### src/rtl/core/dlr_pkg.sv
// shared types and constants for the dda line rasterizer
`timescale 1ns / 1ps
package dlr_pkg;

	// port width of every coordinate field
	localparam int PT_W = 6;

	// default configuration of the design
	localparam int COORD_BITS_DEF = 6;
	localparam int FRAC_BITS_DEF = 16;

	// commands from controller to datapath
	typedef struct packed {
		logic load;
		logic div_step;
		logic emit_point;
		logic emit_last;
	} dlr_cmd_t;

	// status from datapath to controller
	typedef struct packed {
		logic div_last;
		logic steps_zero;
		logic steps_one;
	} dlr_sts_t;

endpackage

### src/rtl/core/dlr_dp.sv
// datapath: deltas, bit-serial increment division, accumulators, output register
`timescale 1ns / 1ps
module dlr_dp #(
	parameter int COORD_BITS = dlr_pkg::COORD_BITS_DEF,
	parameter int FRAC_BITS  = dlr_pkg::FRAC_BITS_DEF
) (
	input  logic                     clk,
	input  dlr_pkg::dlr_cmd_t        cmd,
	output dlr_pkg::dlr_sts_t        sts,
	input  logic [dlr_pkg::PT_W-1:0] start_x,
	input  logic [dlr_pkg::PT_W-1:0] start_y,
	input  logic [dlr_pkg::PT_W-1:0] end_x,
	input  logic [dlr_pkg::PT_W-1:0] end_y,
	output logic [dlr_pkg::PT_W-1:0] point_x,
	output logic [dlr_pkg::PT_W-1:0] point_y,
	output logic                     last_point
);
	import dlr_pkg::*;

	localparam int CB    = COORD_BITS;
	localparam int ACC_W = COORD_BITS + FRAC_BITS + 1;
	localparam int INC_W = FRAC_BITS + 2;
	localparam int CNT_W = $clog2(FRAC_BITS + 1);

	// used coordinate bits of the command
	logic [CB-1:0] sx, sy, ex, ey;
	assign sx = start_x[CB-1:0];
	assign sy = start_y[CB-1:0];
	assign ex = end_x[CB-1:0];
	assign ey = end_y[CB-1:0];

	// signed deltas, magnitudes and step count
	logic signed [CB:0] dx, dy;
	logic [CB-1:0]      adx, ady, steps;
	assign dx    = $signed({1'b0, ex}) - $signed({1'b0, sx});
	assign dy    = $signed({1'b0, ey}) - $signed({1'b0, sy});
	assign adx   = dx[CB] ? CB'(-dx) : dx[CB-1:0];
	assign ady   = dy[CB] ? CB'(-dy) : dy[CB-1:0];
	assign steps = (adx > ady) ? adx : ady;

	// registers
	logic signed [ACC_W-1:0] acc_x_q, acc_y_q;
	logic [FRAC_BITS:0]      qx_q, qy_q;
	logic [CB:0]             rx_q, ry_q;
	logic [CB-1:0]           steps_q, steps_left_q;
	logic                    neg_x_q, neg_y_q;
	logic [CB-1:0]           end_x_q, end_y_q;
	logic [CNT_W-1:0]        cnt_q;
	logic [PT_W-1:0]         point_x_q, point_y_q;
	logic                    last_q;

	// one restoring division step per axis
	logic        gex, gey;
	logic [CB:0] rx_sub, ry_sub;
	assign gex    = rx_q >= {1'b0, steps_q};
	assign gey    = ry_q >= {1'b0, steps_q};
	assign rx_sub = gex ? rx_q - {1'b0, steps_q} : rx_q;
	assign ry_sub = gey ? ry_q - {1'b0, steps_q} : ry_q;

	// signed increments from quotient magnitude and delta sign
	logic signed [INC_W-1:0] inc_x, inc_y;
	assign inc_x = neg_x_q ? -$signed({1'b0, qx_q}) : $signed({1'b0, qx_q});
	assign inc_y = neg_y_q ? -$signed({1'b0, qy_q}) : $signed({1'b0, qy_q});

	// ceiling of the accumulators, negative clamps to zero
	localparam logic [ACC_W-1:0] ROUND = {{(CB + 1){1'b0}}, {FRAC_BITS{1'b1}}};
	logic [ACC_W-1:0] cx_sum, cy_sum;
	logic [CB-1:0]    ceil_x, ceil_y;
	assign cx_sum = $unsigned(acc_x_q) + ROUND;
	assign cy_sum = $unsigned(acc_y_q) + ROUND;
	assign ceil_x = acc_x_q[ACC_W-1] ? '0 : cx_sum[FRAC_BITS+CB-1:FRAC_BITS];
	assign ceil_y = acc_y_q[ACC_W-1] ? '0 : cy_sum[FRAC_BITS+CB-1:FRAC_BITS];

	// command capture, division and walk
	always_ff @(posedge clk) begin
		if (cmd.load) begin
			acc_x_q      <= $signed({1'b0, sx, {FRAC_BITS{1'b0}}});
			acc_y_q      <= $signed({1'b0, sy, {FRAC_BITS{1'b0}}});
			rx_q         <= {1'b0, adx};
			ry_q         <= {1'b0, ady};
			qx_q         <= '0;
			qy_q         <= '0;
			steps_q      <= steps;
			steps_left_q <= steps;
			neg_x_q      <= dx[CB];
			neg_y_q      <= dy[CB];
			end_x_q      <= ex;
			end_y_q      <= ey;
			cnt_q        <= CNT_W'(FRAC_BITS);
		end else if (cmd.div_step) begin
			rx_q  <= {rx_sub[CB-1:0], 1'b0};
			ry_q  <= {ry_sub[CB-1:0], 1'b0};
			qx_q  <= {qx_q[FRAC_BITS-1:0], gex};
			qy_q  <= {qy_q[FRAC_BITS-1:0], gey};
			cnt_q <= cnt_q - CNT_W'(1);
		end else if (cmd.emit_point) begin
			acc_x_q      <= acc_x_q + ACC_W'(inc_x);
			acc_y_q      <= acc_y_q + ACC_W'(inc_y);
			steps_left_q <= steps_left_q - CB'(1);
		end
	end

	// output register
	always_ff @(posedge clk) begin
		if (cmd.emit_point) begin
			point_x_q <= PT_W'(ceil_x);
			point_y_q <= PT_W'(ceil_y);
			last_q    <= 1'b0;
		end else if (cmd.emit_last) begin
			point_x_q <= PT_W'(end_x_q);
			point_y_q <= PT_W'(end_y_q);
			last_q    <= 1'b1;
		end
	end

	assign point_x    = point_x_q;
	assign point_y    = point_y_q;
	assign last_point = last_q;

	// status back to the controller
	assign sts.div_last   = (cnt_q == '0);
	assign sts.steps_zero = (steps_left_q == '0);
	assign sts.steps_one  = (steps_left_q == CB'(1));

endmodule

### src/rtl/core/dlr_ctrl.sv
// controller: command sequencing and output handshake
`timescale 1ns / 1ps
module dlr_ctrl (
	input  logic              clk,
	input  logic              arst_n,
	input  logic              cmd_valid,
	output logic              cmd_ready,
	output logic              point_valid,
	input  logic              point_ready,
	output dlr_pkg::dlr_cmd_t cmd,
	input  dlr_pkg::dlr_sts_t sts
);
	import dlr_pkg::*;

	typedef enum logic [1:0] {
		ST_IDLE,
		ST_DIV,
		ST_EMIT,
		ST_LAST
	} state_t;

	state_t state_q;
	logic   point_valid_q;
	logic   slot_free;

	// output register can take a new point
	assign slot_free = !point_valid_q || point_ready;

	// commands
	assign cmd_ready      = (state_q == ST_IDLE);
	assign cmd.load       = (state_q == ST_IDLE) && cmd_valid;
	assign cmd.div_step   = (state_q == ST_DIV);
	assign cmd.emit_point = (state_q == ST_EMIT) && slot_free;
	assign cmd.emit_last  = (state_q == ST_LAST) && slot_free;
	assign point_valid    = point_valid_q;

	// state and output valid
	always_ff @(posedge clk or negedge arst_n) begin
		if (!arst_n) begin
			state_q       <= ST_IDLE;
			point_valid_q <= 1'b0;
		end else begin
			if (cmd.emit_point || cmd.emit_last) begin
				point_valid_q <= 1'b1;
			end else if (point_ready) begin
				point_valid_q <= 1'b0;
			end
			case (state_q)
				ST_IDLE: begin
					if (cmd_valid) begin
						state_q <= ST_DIV;
					end
				end
				ST_DIV: begin
					if (sts.div_last) begin
						state_q <= sts.steps_zero ? ST_LAST : ST_EMIT;
					end
				end
				ST_EMIT: begin
					if (slot_free && sts.steps_one) begin
						state_q <= ST_LAST;
					end
				end
				ST_LAST: begin
					if (slot_free) begin
						state_q <= ST_IDLE;
					end
				end
				default: begin
					state_q <= ST_IDLE;
				end
			endcase
		end
	end

	// a point never overwrites one that is still waiting
	a_no_overwrite: assert property (@(posedge clk) disable iff (!arst_n)
		(cmd.emit_point || cmd.emit_last) |-> slot_free)
		else $error("output register overwritten");

	// an accumulated point is only emitted while steps remain
	a_steps_left: assert property (@(posedge clk) disable iff (!arst_n)
		cmd.emit_point |-> !sts.steps_zero)
		else $error("point emitted with no steps left");

	// the end point closes the transaction and frees the input side
	a_last_idle: assert property (@(posedge clk) disable iff (!arst_n)
		cmd.emit_last |=> (cmd_ready && point_valid))
		else $error("controller not idle after end point");

	// a new command is taken only when no walk is under way
	a_load_idle: assert property (@(posedge clk) disable iff (!arst_n)
		cmd.load |-> !(cmd.div_step || cmd.emit_point || cmd.emit_last))
		else $error("command loaded during a walk");

endmodule

### src/rtl/core/dda_line_rasterizer_top.sv
// Top level of the dda line rasterizer: controller plus datapath.
// Sequence: the command is taken in the idle state, then bit-serial division forms the increments,
// then one point per cycle goes into the output register while the output slot is free.
// Commands: a new command is taken only once the end point of the last one has been emitted;
// the time a command takes is set by the division and the walk of steps = max(|dx|,|dy|).
// Reset: arst_n asynchronously clears the controller; the block then idles, ready.
`timescale 1ns / 1ps
module dda_line_rasterizer_top #(
	parameter int COORD_BITS = dlr_pkg::COORD_BITS_DEF,
	parameter int FRAC_BITS  = dlr_pkg::FRAC_BITS_DEF
) (
	input  logic                     clk,
	input  logic                     arst_n,
	input  logic                     cmd_valid,
	output logic                     cmd_ready,
	input  logic [dlr_pkg::PT_W-1:0] start_x,
	input  logic [dlr_pkg::PT_W-1:0] start_y,
	input  logic [dlr_pkg::PT_W-1:0] end_x,
	input  logic [dlr_pkg::PT_W-1:0] end_y,
	output logic                     point_valid,
	input  logic                     point_ready,
	output logic [dlr_pkg::PT_W-1:0] point_x,
	output logic [dlr_pkg::PT_W-1:0] point_y,
	output logic                     last_point
);
	import dlr_pkg::*;

	dlr_cmd_t cmd;
	dlr_sts_t sts;

	// sequencing
	dlr_ctrl u_ctrl (
		.clk         (clk),
		.arst_n      (arst_n),
		.cmd_valid   (cmd_valid),
		.cmd_ready   (cmd_ready),
		.point_valid (point_valid),
		.point_ready (point_ready),
		.cmd         (cmd),
		.sts         (sts)
	);

	// arithmetic
	dlr_dp #(
		.COORD_BITS (COORD_BITS),
		.FRAC_BITS  (FRAC_BITS)
	) u_dp (
		.clk        (clk),
		.cmd        (cmd),
		.sts        (sts),
		.start_x    (start_x),
		.start_y    (start_y),
		.end_x      (end_x),
		.end_y      (end_y),
		.point_x    (point_x),
		.point_y    (point_y),
		.last_point (last_point)
	);

endmodule
### config.mk
export PLATFORM = sky130hd
export DESIGN_NAME = dda_line_rasterizer_top
export DESIGN_NICKNAME = d
export VERILOG_FILES = /design/src/rtl/core/dlr_pkg.sv /design/src/rtl/core/dlr_dp.sv /design/src/rtl/core/dlr_ctrl.sv /design/src/rtl/core/dda_line_rasterizer_top.sv
export SDC_FILE = /design/constraint.sdc
export NUM_CORES = 1
export LEC_CHECK = 0
export BUFFER_PORTS_ARGS = -buffer_cell sky130_fd_sc_hd__buf_2
export CELL_PAD_IN_SITES_DETAIL_PLACEMENT = 1
export CELL_PAD_IN_SITES_GLOBAL_PLACEMENT = 2
export CORE_MARGIN = 2
export CORE_UTILIZATION = 36
export CTS_CLUSTER_DIAMETER = 80
export DETAILED_ROUTE_END_ITERATION = 8
export PLACE_DENSITY = 0.81
export SLEW_MARGIN = 20
export SYNTH_ARGS = -nofsm -noshare
export SYNTH_HDL_FRONTEND = slang
export SYNTH_HIERARCHICAL = 1
export SYNTH_SLANG_ARGS = --single-unit
export TNS_END_PERCENT = 100
### constraint.sdc
create_clock -name clk -period 3.7 [get_ports clk]
set_input_delay 0.555 -clock clk [delete_from_list [all_inputs] [get_ports clk]]
set_output_delay 0.555 -clock clk [all_outputs]
set_load 0.02 [all_outputs]
==> Yosys cells after proc, flatten, opt, wreduce, memory -nomap -nowiden <==
Index checks and enable logic that the tools add are counted.
{ "word_totals": {"regBits": 141, "elab_cells": 100} }
{ "op_classes": {"n_addsub": 14, "order_cmp": 3, "eq_ne": 9, "mux": 34, "bitwise": 1, "reduce_logical": 17} }
{ "ops": {"columns": ["cell", "n"], "rows": [
  ["2-to-1 mux 22 bit", 6],
  ["2-to-1 mux 6 bit", 18],
  ["adder 23 x 18 -> 23 bit", 2],
  ["adder 22 x 16 -> 22 bit (second input constant)", 2],
  ["2-to-1 mux 18 bit", 2],
  ["negator 17 -> 18 bit", 2],
  ["greater-or-equal comparator 7 x 6 -> 1 bit", 2],
  ["subtractor 6 x 6 -> 7 bit", 2],
  ["negator 6 bit", 2],
  ["subtractor 6 bit", 2],
  ["2-to-1 mux 2 bit", 4],
  ["case mux 2 bit (4 select lines)", 1],
  ["nonzero test 2 bit", 4],
  ["== test 6 x 1 -> 1 bit (second input constant)", 1],
  ["greater-than comparator 6 bit", 1],
  ["logical NOT 6 bit", 1],
  ["!= test 2 x 1 -> 1 bit (second input constant)", 3],
  ["subtractor 6 x 1 -> 6 bit (second input constant)", 1],
  ["logical NOT 5 bit", 1],
  ["subtractor 5 x 1 -> 5 bit (second input constant)", 1],
  ["== test 2 bit (second input constant)", 2],
  ["logical AND 1 bit", 4],
  ["!= test 2 bit (second input constant)", 2],
  ["AND reduction 2 bit", 2],
  ["7 further kinds", 10]
]} }

==> Depth between registers and ports, before layout <==
Gate-level depths: netlist of the first run.
{ "depth": {"ltp_word": 6, "ltp_mapped": 19, "ltp_nobuf": 19} }

==> Cells and area by module <==
Netlist of the first run, hierarchy kept.
{ "by_module_without_submodules": {"columns": ["module", "n_inst", "cells_each", "area_each_um2", "seq_area_each_um2"], "rows": [
  ["dlr_dp", 1, 1068, 9593.0, 3383.2],
  ["dlr_ctrl", 1, 23, 266.5, 75.1]
]} }

==> Least setup slack after synthesis of the first run <==
Ideal clock, no wire load.
{ "synth_path": {"kind": "input port to flip-flop", "startpoint": "input end_x[0] (netlist name)", "endpoint": "register u_dp.steps_left_q[5], data pin", "setup_time_ns": 0.260, "arrival_ns": 4.090, "path_slack_ns": -0.650, "stages": 19, "n_path_buf": 0, "cell_sequence": "inv_1 > ha_1 > fa_1 > nor2b_1 > o21ai_0 > a21boi_0 > o21ai_0 > and2_1 > a21oi_1 > inv_1 > ha_1 > nor2b_1 > o21a_1 > o21a_1 > o21a_1 > o21ai_0 > a32oi_1 > mux2_2 > mux2_2"} }
{ "synth_rtl": {"columns": ["item", "line", "text"], "rows": [
  ["from (decl)", "dda_line_rasterizer_top.sv:18", "input logic [dlr_pkg::PT_W-1:0] end_x,"],
  ["subtractor 6 x 6 -> 7 bit *", "dlr_dp.sv:35", "assign dx = $signed({1'b0, ex}) - $signed({1'b0, sx});"],
  ["net u_dp.dx[6]", "dlr_dp.sv:33", "logic signed [CB:0] dx, dy;"],
  ["2-to-1 mux 6 bit *", "dlr_dp.sv:37", "assign adx = dx[CB] ? CB'(-dx) : dx[CB-1:0];"],
  ["greater-than comparator 6 bit", "dlr_dp.sv:39", "assign steps = (adx > ady) ? adx : ady;"],
  ["2-to-1 mux 6 bit *", "dlr_dp.sv:39", null],
  ["net u_dp.steps[5]", "dlr_dp.sv:34", "logic [CB-1:0] adx, ady, steps;"],
  ["2-to-1 mux 6 bit *", "dlr_dp.sv:76", "if (cmd.load) begin"],
  ["to (signal assigned)", "dlr_dp.sv:84", "steps_left_q <= steps;"],
  ["to (signal assigned)", "dlr_dp.sv:99", "steps_left_q <= steps_left_q - CB'(1);"],
  ["to (decl)", "dlr_dp.sv:45", "logic [CB-1:0] steps_q, steps_left_q;"]
]} }
Mark *: on every way through the listed nets, which the timed path passes. The rest lies on a longest branch.
A chain may end at the register's enable or synchronous reset.

==> Worst setup path after layout of the first run <==
{ "layout_path": {"startpoint": "register u_dp.qx_q[3]", "endpoint": "register u_dp.acc_x_q[16], data pin"} }
{ "layout_via": {"elab_chain_len": 6} }
{ "layout_lines": {"columns": ["item", "line", "text"], "rows": [
  ["from (decl)", "dlr_dp.sv:43", "logic [FRAC_BITS:0] qx_q, qy_q;"],
  ["from (signal assigned)", "dlr_dp.sv:93", "qx_q <= {qx_q[FRAC_BITS-1:0], gex};"],
  ["negator 17 -> 18 bit", "dlr_dp.sv:62", "assign inc_x = neg_x_q ? -$signed({1'b0, qx_q}) : $signed({1'b0, qx_q});"],
  ["2-to-1 mux 18 bit *", "dlr_dp.sv:62", null],
  ["adder 23 x 18 -> 23 bit *", "dlr_dp.sv:97", "acc_x_q <= acc_x_q + ACC_W'(inc_x);"],
  ["2-to-1 mux 22 bit *", "dlr_dp.sv:96", "end else if (cmd.emit_point) begin"],
  ["2-to-1 mux 22 bit *", "dlr_dp.sv:90", "end else if (cmd.div_step) begin"],
  ["2-to-1 mux 22 bit *", "dlr_dp.sv:76", null],
  ["to (signal assigned)", "dlr_dp.sv:77", "acc_x_q <= $signed({1'b0, sx, {FRAC_BITS{1'b0}}});"],
  ["to (signal assigned)", "dlr_dp.sv:97", null],
  ["to (decl)", "dlr_dp.sv:42", "logic signed [ACC_W-1:0] acc_x_q, acc_y_q;"]
]} }
Every way passes the cells marked *; elsewhere a longest branch is shown, timed or not. The select of a mux whose other input is x is not followed.

==> impl_metrics.prom, run 1 <==
# TYPE chip_impl_metric gauge
chip_impl_info{name="cp_top_family",value="simple AND/OR/NAND/NOR gates"} 1
chip_impl_metric{name="synth_area",unit="sq um"} 9860
chip_impl_metric{name="num_vias",unit=""} 8753
chip_impl_info{name="cts.root.buffer_cell",value="clkbuf_16"} 1
chip_impl_metric{name="wl_per_cell",unit="microns"} 18.6
chip_impl_info{name="min-delay-path-class",value="primary input to register"} 1
chip_impl_metric{name="firstDrtPassIters",unit=""} 5
chip_impl_metric{name="placement.io_buffers",unit=""} 42
chip_impl_metric{name="layout.cells.non_filler",unit=""} 1630
chip_impl_metric{name="tightestPinTransition",unit="ns"} 1.04
chip_impl_metric{name="period_needed",unit="ns"} 4.07
chip_impl_metric{name="avgViaCountPerCell",unit=""} 5.37
chip_impl_metric{name="avgSynthCellArea",unit="sq um"} 9.04
chip_impl_metric{name="worst_hold_slack",unit="ns"} 0.303
chip_impl_metric{name="clk_path_buf_depth",unit=""} 2
chip_impl_info{name="yosys.area.top_type",value="edfxtp_1"} 1
chip_impl_metric{name="final_layout_size_suffix_gt1_share",unit="%"} 27.2
chip_impl_metric{name="finalSetupViolations",unit=""} 8
chip_impl_info{name="hold_path_startpoint",value="end_y[0]"} 1
chip_impl_metric{name="rows",unit=""} 60
chip_impl_metric{name="dr.first_iter.drc_count",unit=""} 392
chip_impl_metric{name="grt_overflow",unit=""} 0
chip_impl_metric{name="synth_enable_flop_cells",unit=""} 62
chip_impl_metric{name="yosysWarnings",unit=""} 6
chip_impl_metric{name="final_critical_path_setup_slack",unit="ns"} -0.370
chip_impl_info{name="hold_path_end",value="u_dp/end_y_q[0]$_DFFE_PP_"} 1
chip_impl_metric{name="fmax",unit="GHz"} 0.246
chip_impl_metric{name="slew_violations",unit=""} 0
chip_impl_metric{name="rr_worst_depth",unit=""} 16
chip_impl_metric{name="worst_ir_drop_vdd",unit="V"} 0.000296
chip_impl_metric{name="worst_slew_margin_rel",unit="%"} 30.3
chip_impl_info{name="critical-path-slowest-cell",value="or4_4"} 1
chip_impl_metric{name="required_arrival_time_at_the_worst_endpoint",unit="ns"} 3.89
chip_impl_metric{name="leakage_power",unit="uW"} 0.00556
chip_impl_metric{name="place.detailed.instances",unit=""} 1576
chip_impl_metric{name="nNetsFinal",unit=""} 1400
chip_impl_metric{name="num_antenna_cells",unit=""} 0
chip_impl_metric{name="finalCritPeriodShare",unit="%"} 110
chip_impl_info{name="worstReg2RegEnd",value="u_dp/acc_x_q[16]$_DFFE_PP_"} 1
chip_impl_metric{name="cap_violations",unit=""} 0
chip_impl_metric{name="synth.top_cell.area_share",unit="%"} 18.9
chip_impl_metric{name="seq_area_frac_synth",unit="%"} 35.1
chip_impl_metric{name="worst_stage_delay_on_the_critical_path",unit="ns"} 0.53
chip_impl_metric{name="core_region_area",unit="sq um"} 27000
chip_impl_info{name="timing.setup.critical_path_class",value="register to register"} 1
chip_impl_info{name="cts_tree",value="built"} 1
chip_impl_metric{name="final.setup_skew",unit="ns"} 0.0123
chip_impl_metric{name="die-width",unit="microns"} 169
chip_impl_info{name="grt_setup_unrepaired",value="true"} 1
chip_impl_info{name="failed_checks",value="setup timing"} 1
chip_impl_metric{name="minimum_setup_slack_among_reg_to_reg_paths",unit="ns"} -0.37
chip_impl_metric{name="worst_skew_pair.late_latency",unit="ns"} 0.43
chip_impl_metric{name="synth.lib_cells_used.distinct",unit=""} 66
chip_impl_metric{name="first_pass_grt_wire_length",unit="mm"} 48.2
chip_impl_metric{name="setup_tns",unit="ns"} -2.15
chip_impl_info{name="worst_setup_path_end_kind",value="register"} 1
chip_impl_metric{name="synthCells",unit=""} 1091
chip_impl_metric{name="detailed_place_hpwl",unit="mm"} 21.7
chip_impl_info{name="timing.critical_path.from_type",value="register"} 1
chip_impl_metric{name="synthesis.nets",unit=""} 1215
chip_impl_metric{name="replace_congestion",unit=""} 0.812
chip_impl_info{name="netlist_top_cells_area",value="edfxtp_1 19%, dfxtp_1 15%, ha_1 11%"} 1
chip_impl_metric{name="timing.critical_path.fanout_max",unit=""} 3
chip_impl_metric{name="power_per_cell_area",unit="nW/um^2"} 570
chip_impl_metric{name="die_area",unit="sq um"} 28700
chip_impl_metric{name="synth.ff_latch_count",unit=""} 141
chip_impl_info{name="rr_startpoint",value="u_dp/qx_q[3]$_SDFFE_PP0P_"} 1
chip_impl_metric{name="grt_pass1_vias",unit=""} 9199
chip_impl_metric{name="htree_num_levels",unit=""} 4
chip_impl_metric{name="timing.critical_path.arrival",unit="ns"} 4.26
chip_impl_metric{name="hold_depth",unit=""} 1
chip_impl_info{name="status",value="complete, but fails checks"} 1
chip_impl_metric{name="hold_vio_cnt_final",unit=""} 0
chip_impl_metric{name="drc",unit=""} 0
chip_impl_info{name="path_cells",value="or4_4, or3_4, or3_4, or4_4, o21ai_4, xnor2_2, ha_1, buf_6, nand2_4, nor3_4, nand3_2, buf_4, buf_4, nor4bb_4, xnor2_1, a22o_1"} 1
chip_impl_metric{name="timing.critical_path.buf_inv",unit=""} 3
chip_impl_metric{name="global_router_s_overall_resource_usage",unit="%"} 21.2
chip_impl_metric{name="grt_max_degree",unit=""} 59
chip_impl_metric{name="cts_made_buffers",unit=""} 17
chip_impl_metric{name="critical_path_cell_count",unit=""} 16
chip_impl_metric{name="io_pins",unit=""} 43
chip_impl_metric{name="antenna_found_initial",unit=""} 1
chip_impl_metric{name="clkTransAtPathRegs",unit="ns"} 0.07
chip_impl_metric{name="initial_core_util",unit="%"} 36.6
chip_impl_metric{name="die_height",unit="microns"} 169
chip_impl_metric{name="fraction_of_registers_with_async_set_reset",unit="%"} 2.13
chip_impl_metric{name="flow.area_growth_from_synthesis",unit="%"} 29.4
chip_impl_info{name="synth_ff_type",value="dfxtp_1"} 1
chip_impl_metric{name="cts.sink_count",unit=""} 141
chip_impl_metric{name="ant_nets",unit=""} 0
chip_impl_metric{name="wl",unit="mm"} 30.2
==> Yosys cell counts (9+ instances only) <==
library cell / number
a211oi_1: 17
a21o_1: 23
a21oi_1: 65
and2_1: 9
and3_1: 10
clkbuf_1: 30
dfxtp_1: 76
edfxtp_1: 62
ha_1: 90
inv_1: 71
mux2_2: 10
mux2i_1: 54
nand2_1: 101
nand2b_1: 17
nand3_1: 22
nand4_1: 10
nor2_1: 98
nor3_1: 18
o21a_1: 12
o21ai_0: 59
o22ai_1: 16
o31ai_1: 11
or3_1: 10
xnor2_1: 57
xor2_1: 33
==> cell type report <==
cell class                 count  area, sq um
clock buffer                  24          531
clock inverter                 8         51.3
fill                        3128        14200
inverter                      71          272
multi-input combinational    841         6540
sequential                   141         3460
tap                          341          427
timing repair buffer         204         1470
==> worst max-delay path by stage <==
stage / start / to / slack [ns]
after floorplan: u_dp/qx_q[3]$_SDFFE_PP0P_ / u_dp/acc_x_q[21]$_DFFE_PP_ / -0.22
after CTS: u_dp/qx_q[3]$_SDFFE_PP0P_ / u_dp/acc_x_q[21]$_DFFE_PP_ / -0.34
after detailed placement: end_x[0] / u_dp/steps_left_q[4]$_DFFE_PP_ / -0.53
after global routing: u_dp/qx_q[3]$_SDFFE_PP0P_ / u_dp/acc_x_q[22]$_SDFFE_PP0P_ / -0.54
after global placement: end_x[0] / u_dp/steps_left_q[3]$_DFFE_PP_ / -0.37
final: u_dp/qx_q[3]$_SDFFE_PP0P_ / u_dp/acc_x_q[16]$_DFFE_PP_ / -0.37
==> report_power, final <==
group          internal (uW)  total, uW  switching (uW)
Sequential              1920       2160             233
Combinational           1630       3390            1760
Clock                   1010       1730             721
Total                   4560       7280            2720
==> registers in the layout, indices dropped and copies added, names as in the netlist, 7 cells and up <==
register      count
u_dp/qx_q        17
u_dp/acc_y_q     23
u_dp/rx_q         7
u_dp/ry_q         7
u_dp/acc_x_q     23
u_dp/qy_q        17
==> metal layers <==
metal	global-route usage (%)	part of all wire (%)	vias to the layer above	routed length [microns]
met2	36.3	49	121	14800
met1	28.3	47	4319	14200
li1	-	-	4287	-
met5	0	0.023	-	7
met3	2.96	2.7	24	816
met4	4.91	1.2	2	348
==> cells by family (layout without fill, tap and decap cells) <==
kind of cell | after synthesis | in the layout | synth area share, %
AO/OA/AOI/OAI | 254 | 254 | 16.7
adder cells (fa/ha/maj) | 96 | 96 | 12.6
XOR/XNOR | 92 | 92 | 8.46
flip-flops | 141 | 141 | 35.1
buffers and inverters | 109 | 307 | 4.15
multiplexers | 65 | 65 | 6.78
AND/OR/NAND/NOR | 334 | 334 | 16.2
==> what timing repair did <==
item / in CTS / in global routing
endpoints found under the setup margin: 17 / 27
setup buffers: 7 / 16
pin swaps: 30 / 48
resized for setup: 42 / 72
hold buffers: 1 / 0
hold endpoints to repair: 3 / 0
==> worst reg2reg max path: stages, from the launching register on <==
cell and delay (ns):
dfxtp_2 0.32, or4_4 0.53, or3_4 0.36, or3_4 0.36, or4_4 0.45, o21ai_4 0.16, xnor2_2 0.10, ha_1 0.34
buf_6 0.12, nand2_4 0.05, nor3_4 0.16, nand3_2 0.11, buf_4 0.14, buf_4 0.12, nor4bb_4 0.15, xnor2_1 0.15
a22o_1 0.21
==> through the flow <==
stage                     cell area [sq um]  setup slack (ns)  total power (uW)  util, %
after floorplan                        9970            -0.218              4130        -
after global placement                11500            -0.372              5130     42.7
after detailed placement              11500            -0.532              5210     42.7
after CTS                             12400            -0.338              7090     45.8
after global routing                  12800            -0.536              7770     47.3
final                                 12800            -0.370              7280     47.3
==> layout by cell type (no fill, tap or decap), types with 23 or more instances in the layout <==
master    count
buf_4       157
nand2_1      95
nor2_1       95
ha_1         81
dfxtp_1      74
inv_1        65
edfxtp_1     62
a21oi_1      57
mux2i_1      53
xnor2_1      53
o21ai_0      44
buf_2        38
xor2_1       33
a21o_1       23
(Power assumes the default switching activity.)
==> inputs of run 2 (changes only) <==
Settings changed: ABC_AREA set to 1, CORE_UTILIZATION 36 to 33, PLACE_DENSITY 0.81 to 0.82.
==> impl_metrics.prom, run 2 <==
# TYPE chip_impl_metric gauge
chip_impl_metric{name="drc",unit=""} 0
chip_impl_metric{name="post_cts_buffers",unit=""} 0
chip_impl_metric{name="placed_area",unit="sq um"} 11200
chip_impl_metric{name="use_met1",unit="%"} 25.3
chip_impl_metric{name="synthAdderAreaFrac",unit="%"} 11.8
chip_impl_metric{name="final_design_area_no_fill",unit="sq um"} 11900
chip_impl_info{name="netlist_top_cells_area",value="edfxtp_1 18%, dfxtp_1 14%, nand2_1 14%"} 1
chip_impl_metric{name="antenna_found_initial",unit=""} 0
chip_impl_metric{name="tightestPinTransition",unit="ns"} 0.647
chip_impl_metric{name="cts.sink_count",unit=""} 141
chip_impl_metric{name="grt_max_degree",unit=""} 51
chip_impl_metric{name="seq_area_frac_synth",unit="%"} 32.9
chip_impl_metric{name="finalSetupViolations",unit=""} 0
chip_impl_metric{name="minimum_setup_slack_among_reg_to_reg_paths",unit="ns"} 0.29
chip_impl_info{name="yosys.area.top_type",value="edfxtp_1"} 1
chip_impl_metric{name="fmax",unit="GHz"} 0.293
chip_impl_metric{name="global_router_s_overall_resource_usage",unit="%"} 19.4
chip_impl_metric{name="initial_core_util",unit="%"} 33.4
chip_impl_metric{name="gr-usage-met2",unit="%"} 34.3
chip_impl_info{name="yosys.cell_count.top_type",value="nand2_1"} 1
chip_impl_metric{name="fill_cells",unit=""} 4017
chip_impl_metric{name="synth_xor_area_share",unit="%"} 4.99
chip_impl_metric{name="worst_slew_margin_rel",unit="%"} 56.9
chip_impl_info{name="timing.critical_path.to",value="u_dp/acc_x_q[21]$_DFFE_PP_"} 1
chip_impl_metric{name="required_arrival_time_at_the_worst_endpoint",unit="ns"} 3.88
chip_impl_metric{name="clk_path_buf_depth",unit=""} 2
chip_impl_info{name="grt-busiest-layer",value="met2"} 1
chip_impl_metric{name="synth.area.mux_share",unit="%"} 0
chip_impl_metric{name="grt_pass1_vias",unit=""} 10116
chip_impl_metric{name="yosysWarnings",unit=""} 6
chip_impl_metric{name="share_of_the_core_filled_with_cells_in_the_final_layout",unit="%"} 37.8
chip_impl_metric{name="power_per_cell_area",unit="nW/um^2"} 1040
chip_impl_metric{name="timing.critical_path.fanout_max",unit=""} 4
chip_impl_metric{name="synth_compound_area_share",unit="%"} 11.9
chip_impl_metric{name="die-width",unit="microns"} 183
chip_impl_info{name="status",value="finished clean"} 1
chip_impl_metric{name="die_height",unit="microns"} 183
chip_impl_info{name="min-delay-path-class",value="primary input to register"} 1
chip_impl_metric{name="leakage_power",unit="uW"} 0.00598
chip_impl_metric{name="synth.ff_latch_count",unit=""} 141
chip_impl_info{name="rr_startpoint",value="u_dp/qx_q[0]$_SDFFE_PP0P_"} 1
chip_impl_info{name="reg.largest.list",value="u_dp/acc_x_q (23), u_dp/acc_y_q (23)"} 1
chip_impl_metric{name="worst_skew_pair.late_latency",unit="ns"} 0.44
chip_impl_metric{name="final_layout_size_suffix_gt1_share",unit="%"} 8.04
chip_impl_metric{name="flow.area_growth_from_synthesis",unit="%"} 12.9
chip_impl_info{name="layout.cells.most_common",value="nand2_1"} 1
chip_impl_metric{name="rows",unit=""} 65
chip_impl_info{name="hold_path_startpoint",value="end_y[0]"} 1
chip_impl_metric{name="setup_tns",unit="ns"} 0
chip_impl_metric{name="htree_num_levels",unit=""} 4
chip_impl_metric{name="final_critical_path_setup_slack",unit="ns"} 0.286
chip_impl_metric{name="rr_worst_depth",unit=""} 18
chip_impl_metric{name="period_needed",unit="ns"} 3.41
chip_impl_metric{name="synth_area",unit="sq um"} 10500
chip_impl_metric{name="fraction_of_registers_with_async_set_reset",unit="%"} 2.13
chip_impl_metric{name="slew_violations",unit=""} 0
chip_impl_metric{name="hold_vio_cnt_final",unit=""} 0
chip_impl_metric{name="replace_congestion",unit=""} 0.814
chip_impl_metric{name="worst_ir_drop_vdd",unit="V"} 0.000445
chip_impl_metric{name="die_area",unit="sq um"} 33300
chip_impl_metric{name="detailed_place_hpwl",unit="mm"} 24.4
chip_impl_metric{name="synth_enable_flop_cells",unit=""} 62
chip_impl_info{name="synth_ff_type",value="dfxtp_1"} 1
chip_impl_metric{name="synthesis.nets",unit=""} 1627
chip_impl_metric{name="num_antenna_cells",unit=""} 0
chip_impl_metric{name="synth.top_cell.area_share",unit="%"} 17.7
chip_impl_metric{name="avgSynthCellArea",unit="sq um"} 7.00
chip_impl_metric{name="use_met3",unit="%"} 2.61
chip_impl_metric{name="finalCritPeriodShare",unit="%"} 92.3
chip_impl_metric{name="ant_nets",unit=""} 0
chip_impl_info{name="synth_commonest_cells",value="397 x nand2_1, 218 x inv_1, 159 x nor2_1, 101 x nand3_1, 90 x ha_1"} 1
chip_impl_metric{name="nNetsFinal",unit=""} 1679
chip_impl_metric{name="first_pass_grt_wire_length",unit="mm"} 51.3
chip_impl_metric{name="clkTransAtPathRegs",unit="ns"} 0.06
chip_impl_metric{name="avgViaCountPerCell",unit=""} 4.98
chip_impl_metric{name="synth.lib_cells_used.distinct",unit=""} 48
chip_impl_info{name="timing.setup.critical_path_class",value="register to register"} 1
chip_impl_metric{name="cts_made_buffers",unit=""} 17
chip_impl_info{name="layout.cells.most_common_list",value="397 x nand2_1, 217 x inv_1, 158 x nor2_1"} 1
chip_impl_metric{name="dp_worst_setup_slack",unit="ns"} -0.00973
chip_impl_metric{name="hold_depth",unit=""} 1
chip_impl_metric{name="synth_simple_gate_area_share",unit="%"} 29.4
chip_impl_metric{name="timing.critical_path.arrival",unit="ns"} 3.60
chip_impl_metric{name="wl",unit="mm"} 31.3
chip_impl_metric{name="worst_hold_slack",unit="ns"} 0.319
chip_impl_metric{name="cap_violations",unit=""} 0
chip_impl_metric{name="core_region_area",unit="sq um"} 31500
chip_impl_metric{name="firstDrtPassIters",unit=""} 5
chip_impl_info{name="cts.root.buffer_cell",value="clkbuf_16"} 1
chip_impl_info{name="cts_tree",value="built"} 1
chip_impl_info{name="combinational_family_with_the_most_area_after_synthesis",value="simple AND/OR/NAND/NOR gates"} 1
chip_impl_info{name="worstReg2RegEnd",value="u_dp/acc_x_q[21]$_DFFE_PP_"} 1
chip_impl_metric{name="final.setup_skew",unit="ns"} 0.0128
chip_impl_info{name="grt_setup_unrepaired",value="true"} 1
chip_impl_metric{name="dr.first_iter.drc_count",unit=""} 437
chip_impl_metric{name="grt_overflow",unit=""} 0
chip_impl_info{name="worst_setup_path_end_kind",value="register"} 1
chip_impl_metric{name="wl_per_cell",unit="microns"} 15.9
chip_impl_metric{name="io_pins",unit=""} 43
chip_impl_metric{name="num_vias",unit=""} 9820
chip_impl_metric{name="synthCells",unit=""} 1503
chip_impl_info{name="startpoint",value="u_dp/qx_q[0]$_SDFFE_PP0P_"} 1
chip_impl_metric{name="placement.io_buffers",unit=""} 42
chip_impl_info{name="timing.critical_path.from_type",value="register"} 1
==> run 2: cell count changes in the layout (fill, tap and decap cells not counted), moves of 42 or more <==
cell and change:
nor2_1 +63, mux2i_1 -53, buf_4 -143, inv_1 +152, xnor2_1 -42, nand2_1 +302, nand3_1 +82
==> run 2: logic make-up (layout without fill, tap and decap cells) <==
family	after synthesis	after routing
AOI/OAI and AO/OA	223	223
xor gates and xnor gates	60	60
adders and majority gates	96	96
buffers and inverters	251	316
DFF	141	141
and+or+nand+nor	732	732
==> run 2: area by class of cell <==
class,count,area [sq um],area share (%)
clock inverters,9,66.3,0.558
clock buffers,23,532,4.47
well taps,402,503,4.23
multi-input cells,1111,6150,51.7
inverters,227,852,7.17
repair buffers,57,325,2.74
flip-flops and latches,141,3460,29.1
==> run 2: how the worst min path moves through the flow <==
stage	slack, ns	endpoint
after detailed placement	0.35	u_ctrl/point_valid$_DFFE_PN0P_
final	0.32	u_dp/end_y_q[0]$_DFFE_PP_
after global placement	0.35	u_ctrl/point_valid$_DFFE_PN0P_
after floorplan	0.26	u_ctrl/point_valid$_DFFE_PN0P_
after CTS	0.30	u_dp/end_y_q[5]$_DFFE_PP_
after global routing	0.30	u_dp/end_y_q[5]$_DFFE_PP_
==> run 2: metrics by stage <==
stage | instances | power (uW)
global placement | 1937 | 10400
finish | 1970 | 12300
CTS | 1970 | 12400
detailed placement | 1937 | 10600
global route | 1970 | 13700
floorplan | 1503 | 8390
==> run 2: critical path: stages (launching register included) <==
cell and delay (ns):
dfxtp_1 0.32, inv_1 0.11, ha_1 0.18, inv_1 0.04
nor2_1 0.15, nand4_1 0.17, nor3_2 0.27, nand3_2 0.12
o21ai_2 0.16, xor2_1 0.33, ha_1 0.30, a21oi_1 0.20
o21ai_0 0.19, a21oi_1 0.15, nand2_1 0.12, nand3_1 0.12
nand3_1 0.07, nand3_1 0.10, nand2_1 0.06
==> run 2: repair_timing <==
action,in CTS,in global routing
hold endpoints to repair,3,0
resized for setup,0,8
hold buffers,1,0
endpoints found under the setup margin,0,6
==> run 2: layer usage <==
| metal | up-vias | routed length (microns) |
|---|---|---|
| met3 | 14 | 548 |
| met5 | - | 0 |
| li1 | 5004 | - |
| met4 | 0 | 272 |
| met1 | 4720 | 15300 |
| met2 | 82 | 15100 |
==> run 2: where the power goes <==
part / leakage (uW) / internal, uW / switching, uW
Combinational: 0.00443 / 2650 / 5100
Sequential: 0.00125 / 2410 / 409
Clock: 0.000297 / 1020 / 743
Total: 0.00598 / 6090 / 6250
